<file path="src/rtl/core/pl0lex_pkg.sv">
// Shared types, token and status codes, and keyword tables for the PL/0 lexer.
package pl0lex_pkg;

    // Longest keyword and the most digits a number accumulator keeps
    localparam int KW_MAX_LEN     = 9;
    localparam int NUM_MAX_DIGITS = 9;

    // Token codes
    localparam logic [5:0] TOK_NONE    = 6'd0;
    localparam logic [5:0] TOK_SKIP    = 6'd1;
    localparam logic [5:0] TOK_IDENT   = 6'd2;
    localparam logic [5:0] TOK_NUMBER  = 6'd3;
    localparam logic [5:0] TOK_PLUS    = 6'd4;
    localparam logic [5:0] TOK_MINUS   = 6'd5;
    localparam logic [5:0] TOK_TIMES   = 6'd6;
    localparam logic [5:0] TOK_SLASH   = 6'd7;
    localparam logic [5:0] TOK_IFEL    = 6'd8;
    localparam logic [5:0] TOK_EQ      = 6'd9;
    localparam logic [5:0] TOK_NE      = 6'd10;
    localparam logic [5:0] TOK_LT      = 6'd11;
    localparam logic [5:0] TOK_LE      = 6'd12;
    localparam logic [5:0] TOK_GT      = 6'd13;
    localparam logic [5:0] TOK_GE      = 6'd14;
    localparam logic [5:0] TOK_LPAREN  = 6'd15;
    localparam logic [5:0] TOK_RPAREN  = 6'd16;
    localparam logic [5:0] TOK_COMMA   = 6'd17;
    localparam logic [5:0] TOK_SEMI    = 6'd18;
    localparam logic [5:0] TOK_PERIOD  = 6'd19;
    localparam logic [5:0] TOK_BECOMES = 6'd20;
    localparam logic [5:0] TOK_BEGIN   = 6'd21;
    localparam logic [5:0] TOK_END     = 6'd22;
    localparam logic [5:0] TOK_IF      = 6'd23;
    localparam logic [5:0] TOK_THEN    = 6'd24;
    localparam logic [5:0] TOK_WHILE   = 6'd25;
    localparam logic [5:0] TOK_DO      = 6'd26;
    localparam logic [5:0] TOK_CALL    = 6'd27;
    localparam logic [5:0] TOK_CONST   = 6'd28;
    localparam logic [5:0] TOK_VAR     = 6'd29;
    localparam logic [5:0] TOK_PROC    = 6'd30;
    localparam logic [5:0] TOK_WRITE   = 6'd31;
    localparam logic [5:0] TOK_READ    = 6'd32;
    localparam logic [5:0] TOK_ELSE    = 6'd33;

    // Status codes
    localparam logic [2:0] ST_OK           = 3'd0;
    localparam logic [2:0] ST_NAME_LONG    = 3'd1;
    localparam logic [2:0] ST_NUM_LONG     = 3'd2;
    localparam logic [2:0] ST_BAD_SYMBOL   = 3'd3;
    localparam logic [2:0] ST_OPEN_COMMENT = 3'd4;

    // Configuration register indexes and reset values
    localparam logic       CFG_IDENT_MAX  = 1'b0;
    localparam logic       CFG_NUMBER_MAX = 1'b1;
    localparam logic [5:0] IDENT_MAX_RESET  = 6'd11;
    localparam logic [3:0] NUMBER_MAX_RESET = 4'd5;

    typedef struct packed {
        logic [7:0] char_in;
        logic       end_of_input;
    } char_item_t;

    typedef struct packed {
        logic [5:0]  token_code;
        logic [2:0]  status;
        logic [7:0]  lexeme_length;
        logic [29:0] number_value;
        logic        last_of_run;
    } token_item_t;

    typedef struct packed {
        logic [5:0] ident_max_len;
        logic [3:0] number_max_digits;
    } cfg_t;

    // Results of one accepted item, in delivery order
    typedef struct packed {
        logic [1:0]  count;
        token_item_t first;
        token_item_t second;
    } push_t;

    typedef struct packed {
        logic room;
    } fifo_status_t;

    typedef logic [0:KW_MAX_LEN-1][7:0] kw_text_t;

    function automatic token_item_t make_token(input logic [5:0] code, input logic [2:0] st,
                                               input logic [7:0] len, input logic [29:0] value);
        token_item_t t;
        t.token_code    = code;
        t.status        = st;
        t.lexeme_length = len;
        t.number_value  = value;
        t.last_of_run   = 1'b0;
        return t;
    endfunction

    function automatic logic [5:0] single_code(input logic [7:0] c);
        logic [5:0] code;
        case (c)
            "+":     code = TOK_PLUS;
            "-":     code = TOK_MINUS;
            "*":     code = TOK_TIMES;
            "/":     code = TOK_SLASH;
            "=":     code = TOK_EQ;
            "<":     code = TOK_LT;
            ">":     code = TOK_GT;
            "(":     code = TOK_LPAREN;
            ")":     code = TOK_RPAREN;
            ",":     code = TOK_COMMA;
            ";":     code = TOK_SEMI;
            ".":     code = TOK_PERIOD;
            default: code = TOK_NONE;
        endcase
        return code;
    endfunction

    function automatic token_item_t single_token(input logic [7:0] c);
        logic [5:0] code;
        code = single_code(c);
        return make_token(code, (code == TOK_NONE) ? ST_BAD_SYMBOL : ST_OK, 8'd1, 30'd0);
    endfunction

    // Keyword lookup; a length code of 15 stands for any word longer than nine
    function automatic logic [5:0] keyword_code(input logic [3:0] len, input kw_text_t t);
        logic [5:0] code;
        code = TOK_NONE;
        case (len)
            4'd2:
            begin
                if (t[0:1] == "if")      code = TOK_IF;
                else if (t[0:1] == "do") code = TOK_DO;
            end
            4'd3:
            begin
                if (t[0:2] == "end")      code = TOK_END;
                else if (t[0:2] == "var") code = TOK_VAR;
            end
            4'd4:
            begin
                if (t[0:3] == "skip")      code = TOK_SKIP;
                else if (t[0:3] == "ifel") code = TOK_IFEL;
                else if (t[0:3] == "then") code = TOK_THEN;
                else if (t[0:3] == "call") code = TOK_CALL;
                else if (t[0:3] == "read") code = TOK_READ;
                else if (t[0:3] == "else") code = TOK_ELSE;
            end
            4'd5:
            begin
                if (t[0:4] == "begin")      code = TOK_BEGIN;
                else if (t[0:4] == "while") code = TOK_WHILE;
                else if (t[0:4] == "const") code = TOK_CONST;
                else if (t[0:4] == "write") code = TOK_WRITE;
            end
            4'd9:
            begin
                if (t[0:8] == "procedure") code = TOK_PROC;
            end
            default: code = TOK_NONE;
        endcase
        return code;
    endfunction

endpackage

</file>
<file path="src/rtl/core/pl0lex_scanner.sv">
// Scanner state and per-character next-state and token logic.
module pl0lex_scanner #(
    parameter int KEYWORD_CHARS = 9,
    parameter int LENGTH_LIMIT  = 255
) (
    input  logic                    clk,
    input  logic                    rst_n,
    input  logic                    step,
    input  pl0lex_pkg::char_item_t  item,
    input  pl0lex_pkg::cfg_t        cfg,
    output pl0lex_pkg::push_t       push
);

    localparam int CW  = $clog2(LENGTH_LIMIT + 1);
    localparam int LW  = (CW > 8) ? CW : 8;
    localparam int KIW = $clog2(KEYWORD_CHARS);
    localparam logic [CW-1:0] COUNT_MAX = CW'(LENGTH_LIMIT);

    typedef enum logic [5:0] {
        MODE_NORMAL  = 6'b000001,
        MODE_COLON   = 6'b000010,
        MODE_REL     = 6'b000100,
        MODE_SLASH   = 6'b001000,
        MODE_COMMENT = 6'b010000,
        MODE_STAR    = 6'b100000
    } mode_t;

    typedef enum logic [2:0] {
        CLS_NONE   = 3'b001,
        CLS_WORD   = 3'b010,
        CLS_NUMBER = 3'b100
    } cls_t;

    mode_t       mode_reg, mode_next;
    cls_t        cls_reg, cls_next;
    logic [CW-1:0] count_reg, count_next;
    logic [29:0] accum_reg, accum_next;
    logic [7:0]  held_reg, held_next;
    logic [7:0]  kw_reg [KEYWORD_CHARS];
    logic        kw_we;
    logic [KIW-1:0] kw_addr;

    logic [7:0] c;
    logic       eoi;
    logic       is_ws, is_letter, is_digit, is_other, is_special;
    logic       sn_en;

    pl0lex_pkg::kw_text_t    kw_text;
    logic [3:0]              kw_len;
    logic [5:0]              kw_code;
    logic [LW-1:0]           count_ext;
    logic [7:0]              lexeme_len;
    logic [3:0]              num_lim;
    logic                    name_ok, num_ok;
    pl0lex_pkg::token_item_t flush_tok, lead_tok, sym_tok;
    logic                    flush_v, lead_v, c1v, c2v;
    logic [5:0]              rel_code;

    cls_t          base_cls, new_cls;
    logic [CW-1:0] base_count;
    logic [29:0]   base_accum;
    logic [29:0]   accum_step;

    assign c   = item.char_in;
    assign eoi = item.end_of_input;

    always_comb
    begin
        is_ws      = (c == " ") || (c == 8'h09) || (c == 8'h0A);
        is_letter  = ((c >= "a") && (c <= "z")) || ((c >= "A") && (c <= "Z"));
        is_digit   = (c >= "0") && (c <= "9");
        is_other   = !is_ws && !is_letter && !is_digit;
        is_special = (c == ":") || (c == "<") || (c == ">") || (c == "!") || (c == "/");
    end

    // Token for the pending word or number
    always_comb
    begin
        for (int i = 0; i < pl0lex_pkg::KW_MAX_LEN; i++)
        begin
            kw_text[i] = kw_reg[i];
        end
        kw_len     = (count_reg > CW'(pl0lex_pkg::KW_MAX_LEN)) ? 4'hF : count_reg[3:0];
        kw_code    = pl0lex_pkg::keyword_code(kw_len, kw_text);
        count_ext  = LW'(count_reg);
        lexeme_len = (count_ext > LW'(255)) ? 8'hFF : count_ext[7:0];
        num_lim    = (cfg.number_max_digits > 4'(pl0lex_pkg::NUM_MAX_DIGITS))
                   ? 4'(pl0lex_pkg::NUM_MAX_DIGITS) : cfg.number_max_digits;
        name_ok    = count_ext <= LW'(cfg.ident_max_len);
        num_ok     = count_ext <= LW'(num_lim);
        flush_v    = 1'b0;
        flush_tok  = pl0lex_pkg::make_token(pl0lex_pkg::TOK_NONE, pl0lex_pkg::ST_OK,
                                            8'd0, 30'd0);
        case (cls_reg)
            CLS_WORD:
            begin
                flush_v = 1'b1;
                if (kw_code != pl0lex_pkg::TOK_NONE)
                    flush_tok = pl0lex_pkg::make_token(kw_code, pl0lex_pkg::ST_OK,
                                                       lexeme_len, 30'd0);
                else if (name_ok)
                    flush_tok = pl0lex_pkg::make_token(pl0lex_pkg::TOK_IDENT,
                                                       pl0lex_pkg::ST_OK, lexeme_len, 30'd0);
                else
                    flush_tok = pl0lex_pkg::make_token(pl0lex_pkg::TOK_NONE,
                                                       pl0lex_pkg::ST_NAME_LONG,
                                                       lexeme_len, 30'd0);
            end
            CLS_NUMBER:
            begin
                flush_v = 1'b1;
                if (num_ok)
                    flush_tok = pl0lex_pkg::make_token(pl0lex_pkg::TOK_NUMBER,
                                                       pl0lex_pkg::ST_OK, lexeme_len,
                                                       accum_reg);
                else
                    flush_tok = pl0lex_pkg::make_token(pl0lex_pkg::TOK_NONE,
                                                       pl0lex_pkg::ST_NUM_LONG,
                                                       lexeme_len, 30'd0);
            end
            default: flush_v = 1'b0;
        endcase
    end

    // Lead token from a waiting symbol or from end of input
    always_comb
    begin
        rel_code = (held_reg == "<") ? pl0lex_pkg::TOK_LE
                 : (held_reg == ">") ? pl0lex_pkg::TOK_GE : pl0lex_pkg::TOK_NE;
        lead_v   = 1'b0;
        lead_tok = pl0lex_pkg::single_token(held_reg);
        if (eoi)
        begin
            case (mode_reg)
                MODE_COLON:
                begin
                    lead_v   = 1'b1;
                    lead_tok = pl0lex_pkg::make_token(pl0lex_pkg::TOK_NONE,
                                                      pl0lex_pkg::ST_BAD_SYMBOL, 8'd1, 30'd0);
                end
                MODE_REL: lead_v = 1'b1;
                MODE_SLASH:
                begin
                    lead_v   = 1'b1;
                    lead_tok = pl0lex_pkg::make_token(pl0lex_pkg::TOK_SLASH,
                                                      pl0lex_pkg::ST_OK, 8'd1, 30'd0);
                end
                MODE_COMMENT, MODE_STAR:
                begin
                    lead_v   = 1'b1;
                    lead_tok = pl0lex_pkg::make_token(pl0lex_pkg::TOK_NONE,
                                                      pl0lex_pkg::ST_OPEN_COMMENT,
                                                      8'd0, 30'd0);
                end
                default:
                begin
                    lead_v   = flush_v;
                    lead_tok = flush_tok;
                end
            endcase
        end
        else
        begin
            case (mode_reg)
                MODE_COLON:
                begin
                    lead_v = 1'b1;
                    if (c == "=")
                        lead_tok = pl0lex_pkg::make_token(pl0lex_pkg::TOK_BECOMES,
                                                          pl0lex_pkg::ST_OK, 8'd2, 30'd0);
                    else
                        lead_tok = pl0lex_pkg::make_token(pl0lex_pkg::TOK_NONE,
                                                          pl0lex_pkg::ST_BAD_SYMBOL,
                                                          8'd2, 30'd0);
                end
                MODE_REL:
                begin
                    lead_v = 1'b1;
                    if (c == "=")
                        lead_tok = pl0lex_pkg::make_token(rel_code, pl0lex_pkg::ST_OK,
                                                          8'd2, 30'd0);
                end
                MODE_SLASH:
                begin
                    lead_v   = (c != "*");
                    lead_tok = pl0lex_pkg::make_token(pl0lex_pkg::TOK_SLASH,
                                                      pl0lex_pkg::ST_OK, 8'd1, 30'd0);
                end
                default: lead_v = 1'b0;
            endcase
        end
    end

    // Normal scan of the byte, also after a relation or slash that did not join
    always_comb
    begin
        sn_en   = !eoi && ((mode_reg == MODE_NORMAL)
                        || ((mode_reg == MODE_REL) && (c != "="))
                        || ((mode_reg == MODE_SLASH) && (c != "*")));
        c1v     = sn_en && flush_v
                && (is_ws || is_other || (is_letter && (cls_reg == CLS_NUMBER)));
        c2v     = sn_en && is_other && !is_special;
        sym_tok = pl0lex_pkg::single_token(c);
    end

    // Pack up to two results in order and mark the final one
    always_comb
    begin
        push.first  = sym_tok;
        push.second = sym_tok;
        push.count  = 2'd0;
        if (lead_v)
        begin
            push.first  = lead_tok;
            push.second = c1v ? flush_tok : sym_tok;
            push.count  = (c1v || c2v) ? 2'd2 : 2'd1;
        end
        else if (c1v)
        begin
            push.first  = flush_tok;
            push.second = sym_tok;
            push.count  = c2v ? 2'd2 : 2'd1;
        end
        else if (c2v)
        begin
            push.count = 2'd1;
        end
        if (!step)
            push.count = 2'd0;
        if (push.count == 2'd2)
            push.second.last_of_run = 1'b1;
        else
            push.first.last_of_run = 1'b1;
    end

    // Next state
    always_comb
    begin
        mode_next  = mode_reg;
        cls_next   = cls_reg;
        count_next = count_reg;
        accum_next = accum_reg;
        held_next  = held_reg;
        kw_we      = 1'b0;
        base_cls   = cls_reg;
        base_count = count_reg;
        base_accum = accum_reg;
        if (is_letter && (cls_reg == CLS_NUMBER))
        begin
            base_cls   = CLS_NONE;
            base_count = '0;
            base_accum = '0;
        end
        new_cls    = is_letter ? CLS_WORD : ((base_cls == CLS_NONE) ? CLS_NUMBER : base_cls);
        kw_addr    = base_count[KIW-1:0];
        accum_step = {base_accum[26:0], 3'b000} + {base_accum[28:0], 1'b0}
                   + {26'd0, c[3:0]};
        if (step)
        begin
            if (eoi)
            begin
                mode_next  = MODE_NORMAL;
                cls_next   = CLS_NONE;
                count_next = '0;
                accum_next = '0;
                held_next  = 8'd0;
            end
            else
            begin
                case (mode_reg)
                    MODE_COLON: mode_next = MODE_NORMAL;
                    MODE_REL:   mode_next = MODE_NORMAL;
                    MODE_SLASH: mode_next = (c == "*") ? MODE_COMMENT : MODE_NORMAL;
                    MODE_COMMENT:
                    begin
                        if (c == "*")
                            mode_next = MODE_STAR;
                    end
                    MODE_STAR:
                    begin
                        if (c == "/")
                            mode_next = MODE_NORMAL;
                        else if (c != "*")
                            mode_next = MODE_COMMENT;
                    end
                    default: mode_next = MODE_NORMAL;
                endcase
                if (sn_en)
                begin
                    if (is_ws || is_other)
                    begin
                        cls_next   = CLS_NONE;
                        count_next = '0;
                        accum_next = '0;
                        if (c == ":")
                            mode_next = MODE_COLON;
                        else if ((c == "<") || (c == ">") || (c == "!"))
                        begin
                            mode_next = MODE_REL;
                            held_next = c;
                        end
                        else if (c == "/")
                            mode_next = MODE_SLASH;
                    end
                    else
                    begin
                        cls_next   = new_cls;
                        accum_next = base_accum;
                        kw_we      = (new_cls == CLS_WORD)
                                   && (base_count < CW'(KEYWORD_CHARS));
                        if ((new_cls == CLS_NUMBER)
                            && (base_count < CW'(pl0lex_pkg::NUM_MAX_DIGITS)))
                            accum_next = accum_step;
                        count_next = (base_count < COUNT_MAX) ? base_count + CW'(1)
                                                              : base_count;
                    end
                end
            end
        end
    end

    always_ff @(posedge clk or negedge rst_n)
    begin
        if (!rst_n)
        begin
            mode_reg  <= MODE_NORMAL;
            cls_reg   <= CLS_NONE;
            count_reg <= '0;
            accum_reg <= '0;
            held_reg  <= 8'd0;
        end
        else
        begin
            mode_reg  <= mode_next;
            cls_reg   <= cls_next;
            count_reg <= count_next;
            accum_reg <= accum_next;
            held_reg  <= held_next;
        end
    end

    // Word text; only positions written for the current word are ever compared
    always_ff @(posedge clk)
    begin
        if (kw_we)
            kw_reg[kw_addr] <= c;
    end

endmodule

</file>
<file path="src/rtl/core/pl0lex_out_fifo.sv">
// Four-entry result queue taking up to two tokens per cycle, giving one per cycle while tok_ready is high.
module pl0lex_out_fifo (
    input  logic                     clk,
    input  logic                     rst_n,
    input  pl0lex_pkg::push_t        push,
    output logic                     tok_valid,
    input  logic                     tok_ready,
    output pl0lex_pkg::token_item_t  tok_item,
    output pl0lex_pkg::fifo_status_t status
);

    localparam int DEPTH = 4;
    localparam int PW    = $clog2(DEPTH);

    pl0lex_pkg::token_item_t mem_reg [DEPTH];
    logic [PW-1:0] wr_ptr_reg, wr_ptr_next;
    logic [PW-1:0] rd_ptr_reg, rd_ptr_next;
    logic [PW:0]   fill_reg, fill_next;
    logic          pop;

    assign tok_valid    = (fill_reg != '0);
    assign tok_item     = mem_reg[rd_ptr_reg];
    assign pop          = tok_valid && tok_ready;
    assign status.room  = (fill_reg <= (PW+1)'(DEPTH - 2));

    always_comb
    begin
        wr_ptr_next = wr_ptr_reg + PW'(push.count);
        rd_ptr_next = pop ? rd_ptr_reg + PW'(1) : rd_ptr_reg;
        fill_next   = fill_reg + (PW+1)'(push.count) - (PW+1)'(pop);
    end

    always_ff @(posedge clk or negedge rst_n)
    begin
        if (!rst_n)
        begin
            wr_ptr_reg <= '0;
            rd_ptr_reg <= '0;
            fill_reg   <= '0;
        end
        else
        begin
            wr_ptr_reg <= wr_ptr_next;
            rd_ptr_reg <= rd_ptr_next;
            fill_reg   <= fill_next;
        end
    end

    always_ff @(posedge clk)
    begin
        if (push.count != 2'd0)
            mem_reg[wr_ptr_reg] <= push.first;
        if (push.count == 2'd2)
            mem_reg[wr_ptr_reg + PW'(1)] <= push.second;
    end

endmodule

</file>
<file path="src/rtl/core/pl0_lexer_tokenizer.sv">
// Top level of the PL/0 lexer: configuration registers, scanner and result queue.
//
// Usage:
//   Feed source bytes on the char channel (char_valid/char_ready/char_item), one byte
//   per item. An item with end_of_input set flushes the pending lexeme and returns
//   the scanner to its starting state; its char_in is ignored.
//   Tokens leave on the tok channel (tok_valid/tok_ready/tok_item). One input item
//   yields zero, one or two tokens; last_of_run marks the final token of an item.
//   An item's tokens enter the queue as the item is taken and leave behind earlier tokens.
//   Throughput: one byte per cycle while char_ready is high. The scanner updates its
//   state in the accept cycle and writes its tokens into a four-entry queue; a long
//   run of items that give two tokens each fills the queue faster than it drains.
//   char_ready drops while the queue has fewer than two free entries.
//   Stall: while tok_ready is low the queue holds its tokens and input keeps
//   flowing until fewer than two queue entries are free; nothing is dropped.
//   Reset: scanner in normal mode with no pending lexeme, queue empty,
//   ident_max_len 11, number_max_digits 5.
//   Configuration: cfg_we writes cfg_data into register cfg_index (0 identifier
//   limit, 1 digit limit) at the clock edge; write only while the block is idle.
module pl0_lexer_tokenizer #(
    parameter int KEYWORD_CHARS = 9,
    parameter int LENGTH_LIMIT  = 255
) (
    input  logic                    clk,
    input  logic                    rst_n,
    input  logic                    char_valid,
    output logic                    char_ready,
    input  pl0lex_pkg::char_item_t  char_item,
    output logic                    tok_valid,
    input  logic                    tok_ready,
    output pl0lex_pkg::token_item_t tok_item,
    input  logic                    cfg_we,
    input  logic                    cfg_index,
    input  logic [5:0]              cfg_data
);

    logic [5:0] ident_max_len_reg;
    logic [3:0] number_max_digits_reg;

    pl0lex_pkg::cfg_t         cfg;
    pl0lex_pkg::push_t        push;
    pl0lex_pkg::fifo_status_t fifo_status;
    logic                     step;

    // Limit registers; writes must land only while idle, a rule on the user that the block does not enforce
    always_ff @(posedge clk or negedge rst_n)
    begin
        if (!rst_n)
        begin
            ident_max_len_reg     <= pl0lex_pkg::IDENT_MAX_RESET;
            number_max_digits_reg <= pl0lex_pkg::NUMBER_MAX_RESET;
        end
        else if (cfg_we)
        begin
            case (cfg_index)
                pl0lex_pkg::CFG_IDENT_MAX:  ident_max_len_reg     <= cfg_data;
                pl0lex_pkg::CFG_NUMBER_MAX: number_max_digits_reg <= cfg_data[3:0];
                default:                    ident_max_len_reg     <= ident_max_len_reg;
            endcase
        end
    end

    assign cfg.ident_max_len     = ident_max_len_reg;
    assign cfg.number_max_digits = number_max_digits_reg;

    // Accept a byte whenever the queue can absorb the worst case of two tokens
    assign char_ready = fifo_status.room;
    assign step       = char_valid && char_ready;

    pl0lex_scanner #(
        .KEYWORD_CHARS (KEYWORD_CHARS),
        .LENGTH_LIMIT  (LENGTH_LIMIT)
    ) u_scanner (
        .clk   (clk),
        .rst_n (rst_n),
        .step  (step),
        .item  (char_item),
        .cfg   (cfg),
        .push  (push)
    );

    pl0lex_out_fifo u_out_fifo (
        .clk       (clk),
        .rst_n     (rst_n),
        .push      (push),
        .tok_valid (tok_valid),
        .tok_ready (tok_ready),
        .tok_item  (tok_item),
        .status    (fifo_status)
    );

    // Input stalls only when tokens are queued
    a_stall_has_tokens: assert property (@(posedge clk) disable iff (!rst_n)
        !char_ready |-> tok_valid)
        else $error("input stalled with an empty result queue");

    // Tokens appear only for an accepted item
    a_push_needs_step: assert property (@(posedge clk) disable iff (!rst_n)
        (push.count != 2'd0) |-> step)
        else $error("tokens produced without an accepted item");

    // After a push the queue offers a token in the next cycle
    a_push_then_valid: assert property (@(posedge clk) disable iff (!rst_n)
        (push.count != 2'd0) |=> tok_valid)
        else $error("pushed token not offered");

    // Only the second of a pair carries the end-of-run mark
    a_pair_last_flag: assert property (@(posedge clk) disable iff (!rst_n)
        (push.count == 2'd2) |-> (!push.first.last_of_run && push.second.last_of_run))
        else $error("wrong last_of_run marks on a token pair");

endmodule
</file>
<file path="config.mk">
export PLATFORM = sky130hd
export DESIGN_NAME = pl0_lexer_tokenizer
export DESIGN_NICKNAME = d
export VERILOG_FILES = /design/src/rtl/core/pl0lex_pkg.sv /design/src/rtl/core/pl0lex_scanner.sv /design/src/rtl/core/pl0lex_out_fifo.sv /design/src/rtl/core/pl0_lexer_tokenizer.sv
export SDC_FILE = /design/constraint.sdc
export NUM_CORES = 1
export LEC_CHECK = 0
export BUFFER_PORTS_ARGS = -buffer_cell sky130_fd_sc_hd__buf_2
export CORE_AREA = 2 2 232 257
export DETAILED_ROUTE_END_ITERATION = 6
export DIE_AREA = 0 0 234 259
export PLACE_DENSITY = 0.45
export RECOVER_POWER = 100
export SLEW_MARGIN = 20
export SYNTH_ARGS = -nofsm -noshare
export SYNTH_HDL_FRONTEND = slang
export SYNTH_SLANG_ARGS = --single-unit
</file>
<file path="constraint.sdc">
create_clock -name clk -period 12.05 [get_ports clk]
set_input_delay 0.6025 -clock clk [delete_from_list [all_inputs] [get_ports clk]]
set_output_delay 0.6025 -clock clk [all_outputs]
set_load 0.05 [all_outputs]
</file>
==> metrics.yaml <==
routed-via-count: 13600
irDropWorstVdd_mv: 0.110
violations: "max-capacitance violations, max-slew violations"
synthTopCellsByCount: "260 x edfxtp_1, 160 x and2_1, 115 x nand2_1, 99 x o21ai_0, 92 x nor2_1"
first_pass_iters: 5
core_area_um2: 58100
synthTopCellsByArea: "edfxtp_1 41%, dfrtp_1 8.6%, mux4_2 5.7%"
nNetsFinal: 1808
largest_reg_flops: 192
design_area_um2: 21100
end_kind: "flop"
netlist_area_um2: 18900
critPathArrivalTime_ns: 8.15
drive_above_1_share_pct: 9.60
io_pins: 71
root_buffer: "clkbuf_16"
critical_path.max_stage_delay_ns: 2.36
initial_core_util_pct: 32.6
seq_area_frac_synth_pct: 51.3
place.gp.congestion: 0.873
clock_sinks: 336
track_usage_pct: 18.0
cts_tree: "done"
worst-path-stages: 13
clk_latency_ns: 0.55
worstHoldPathType: "in2reg"
antenna_found_initial: 0
die_w_um: 234
crit_path_end: "u_out_fifo.mem_reg[2][24]$_DFFE_PP_"
fin_skew_ns: 0.0226
drt_iter0_drc: 1084
synth_top_area_share_pct: 41.3
maxCapViolations: 13
ys.flop_type: "edfxtp_1"
r2r-end: "u_out_fifo.mem_reg[2][24]$_DFFE_PP_"
totalWireLength_um: 53700
yosys.area.top_type: "edfxtp_1"
rsz0062_at_grt: "no"
period_share_pct: 67.0
cts_max_level: 2
met2_usage_pct: 31.6
async_reset_ff_share_pct: 21.4
power_leakage_nw: 7.47
crit_top_cell: "clkbuf_1"
slew_viol_final: 458
die_h_um: 259
syn_to_final_growth_pct: 11.3
multi_input_area_um2: 8680
crit_chain: "clkbuf_1, nor4_1, and2_0, or4b_1, clkbuf_1, a211oi_1, clkbuf_1, inv_1, ha_1, mux2i_1, nand4b_1, nand2_2, clkbuf_1"
hold_viol_final: 0
grt-busiest-layer: "met2"
worstPathMaxFanout: 47
slew_headroom_pct: -179
met1_usage_pct: 22.8
fmax_mhz: 124
wire_per_inst_um: 21.5
grt_max_degree: 65
regArea_um2: 9700
fin_crit_ns: 8.07
cts_made_buffers: 39
fillers: 5739
grt_pass1_vias: 13800
dieArea_um2: 60600
startpoint_type: "primary input"
outcome: "finished with violations"
antenna_left: 0
grt_pass1_wl_um: 83400
r2r-start: "u_scanner.cls_reg[1]$_DFFE_PN0P_"
antenna_cells: 0
synth_most_common_cell: "edfxtp_1"
cp_top_family: "buffers and inverters"
cts_resized: 0
critical_path_class: "in2reg"
synthesis.nets: 1768
startpoint: "char_item[1]"
ys_types: 82
post_cts_buffers: 0
fin_setup_tns_ns: 0
postCtsHoldBufs: 1
reg2regPathDepth: 12
drc: 0
io_buffers: 70
placed_area_um2: 20000
ys_ff_latch: 336
clk_pin_slew_ns: 0.06
rows: 93
hpwlAfterDp_um: 37100
syn_avg_cell_area_um2: 11.3
yosys_warnings: 0
cp_slowest_cell: "clkbuf_1"
grt_use_met3_pct: 2.50
syn_inst: 1670
p_per_area_nw_per_um2: 177
finalSetupViolations: 0
cp.required_ns: 12.12
gr-total-overflow: 0
clock_path_buffers: 3
rrSetupSlack_ns: 4.44
viasPerCell: 5.42
synth_enable_flop_cells: 260
critical_path_buf_inv_count: 5
tightest_slew_ns: 4.19
==> how the worst min path moves through the flow <==
stage	start	end	slack [ns]	cells after the start
after floorplan	rst_n	ident_max_len_reg[2]$_DFFE_PN0P_	0.31	0
after global placement	rst_n	u_scanner.held_reg[4]$_DFFE_PN0P_	0.44	1
after detailed placement	rst_n	u_scanner.held_reg[4]$_DFFE_PN0P_	0.44	1
after CTS	cfg_data[5]	ident_max_len_reg[5]$_DFFE_PN0P_	0.24	3
after global routing	cfg_data[5]	ident_max_len_reg[5]$_DFFE_PN0P_	0.25	3
final	cfg_data[5]	ident_max_len_reg[5]$_DFFE_PN0P_	0.27	3
==> placed cells by master (no fill, tap or decap), types with 18 or more instances in the layout <==
cell | netlist | layout
a21oi_1 | 65 | 65
nand4_1 | 25 | 25
edfxtp_1 | 260 | 260
nand3_1 | 41 | 41
nor3_1 | 43 | 43
clkbuf_1 | 68 | 76
ha_1 | 75 | 75
a21o_1 | 18 | 18
clkbuf_16 | 0 | 41
and2_0 | 0 | 76
nand2_1 | 115 | 113
mux4_2 | 48 | 48
xor2_1 | 20 | 20
o21ai_0 | 99 | 100
dfrtp_1 | 65 | 63
nor2_1 | 92 | 92
o22ai_1 | 34 | 34
nor4_1 | 33 | 33
nor2b_1 | 44 | 44
and2_1 | 160 | 84
inv_1 | 36 | 36
nand2b_1 | 27 | 27
==> power breakdown <==
group | switching (W) | total (W) | internal (W)
combinational | 0.000795 | 0.00113 | 0.000337
sequential | 0.0000763 | 0.00144 | 0.00136
clock | 0.000481 | 0.00115 | 0.000670
==> area by class of cell <==
cell class	instances	area share, %
Timing Repair Buffer	87	1.74
Inverter	36	0.642
Multi-Input combinational cell	1210	41.2
Clock inverter	21	0.772
Tap cell	760	4.51
Clock buffer	49	5.06
Sequential cell	336	46.1
==> kinds of logic (layout without fill, tap and decap cells) <==
logic type               count (synthesis)  after routing  synth area share [%]
multiplexers                            62             62                  6.51
AND/OR/NAND/NOR                        717            717                  21.9
AO/OA/AOI/OAI                          319            319                  10.9
buffers and inverters                  124            193                  2.66
flip-flops                             336            336                  51.3
adder cells (fa/ha/maj)                 77             77                  5.17
XOR/XNOR                                35             35                  1.62
==> routing by layer <==
| layer | share of wire (%) | up-vias |
|---|---|---|
| met1 | 43 | 6680 |
| li1 | - | 6428 |
| met3 | 3.9 | 85 |
| met2 | 50 | 358 |
| met4 | 2.8 | 0 |
| met5 | 0 | - |
==> tightest hold or removal path: cells and delay by family <==
family / cells / cell delay [ns]
simple gates: 1 / 0.03
buf+inv: 1 / 0.07
compound gates: 1 / 0.05
==> metrics by stage <==
stage	total power (W)	utilization [%]	instances	hold slack [ns]	worst slack [ns]
finish	0.00372	36.3	2499	0.267	3.98
global route	0.00392	36.3	2499	0.255	3.13
CTS	0.00380	36.6	2499	0.240	6.72
detailed placement	0.00263	34.5	2428	0.441	6.26
global placement	0.00262	34.5	2428	0.440	6.34
floorplan	0.00231	-	1670	0.307	6.84
(Power assumes the default switching activity.)
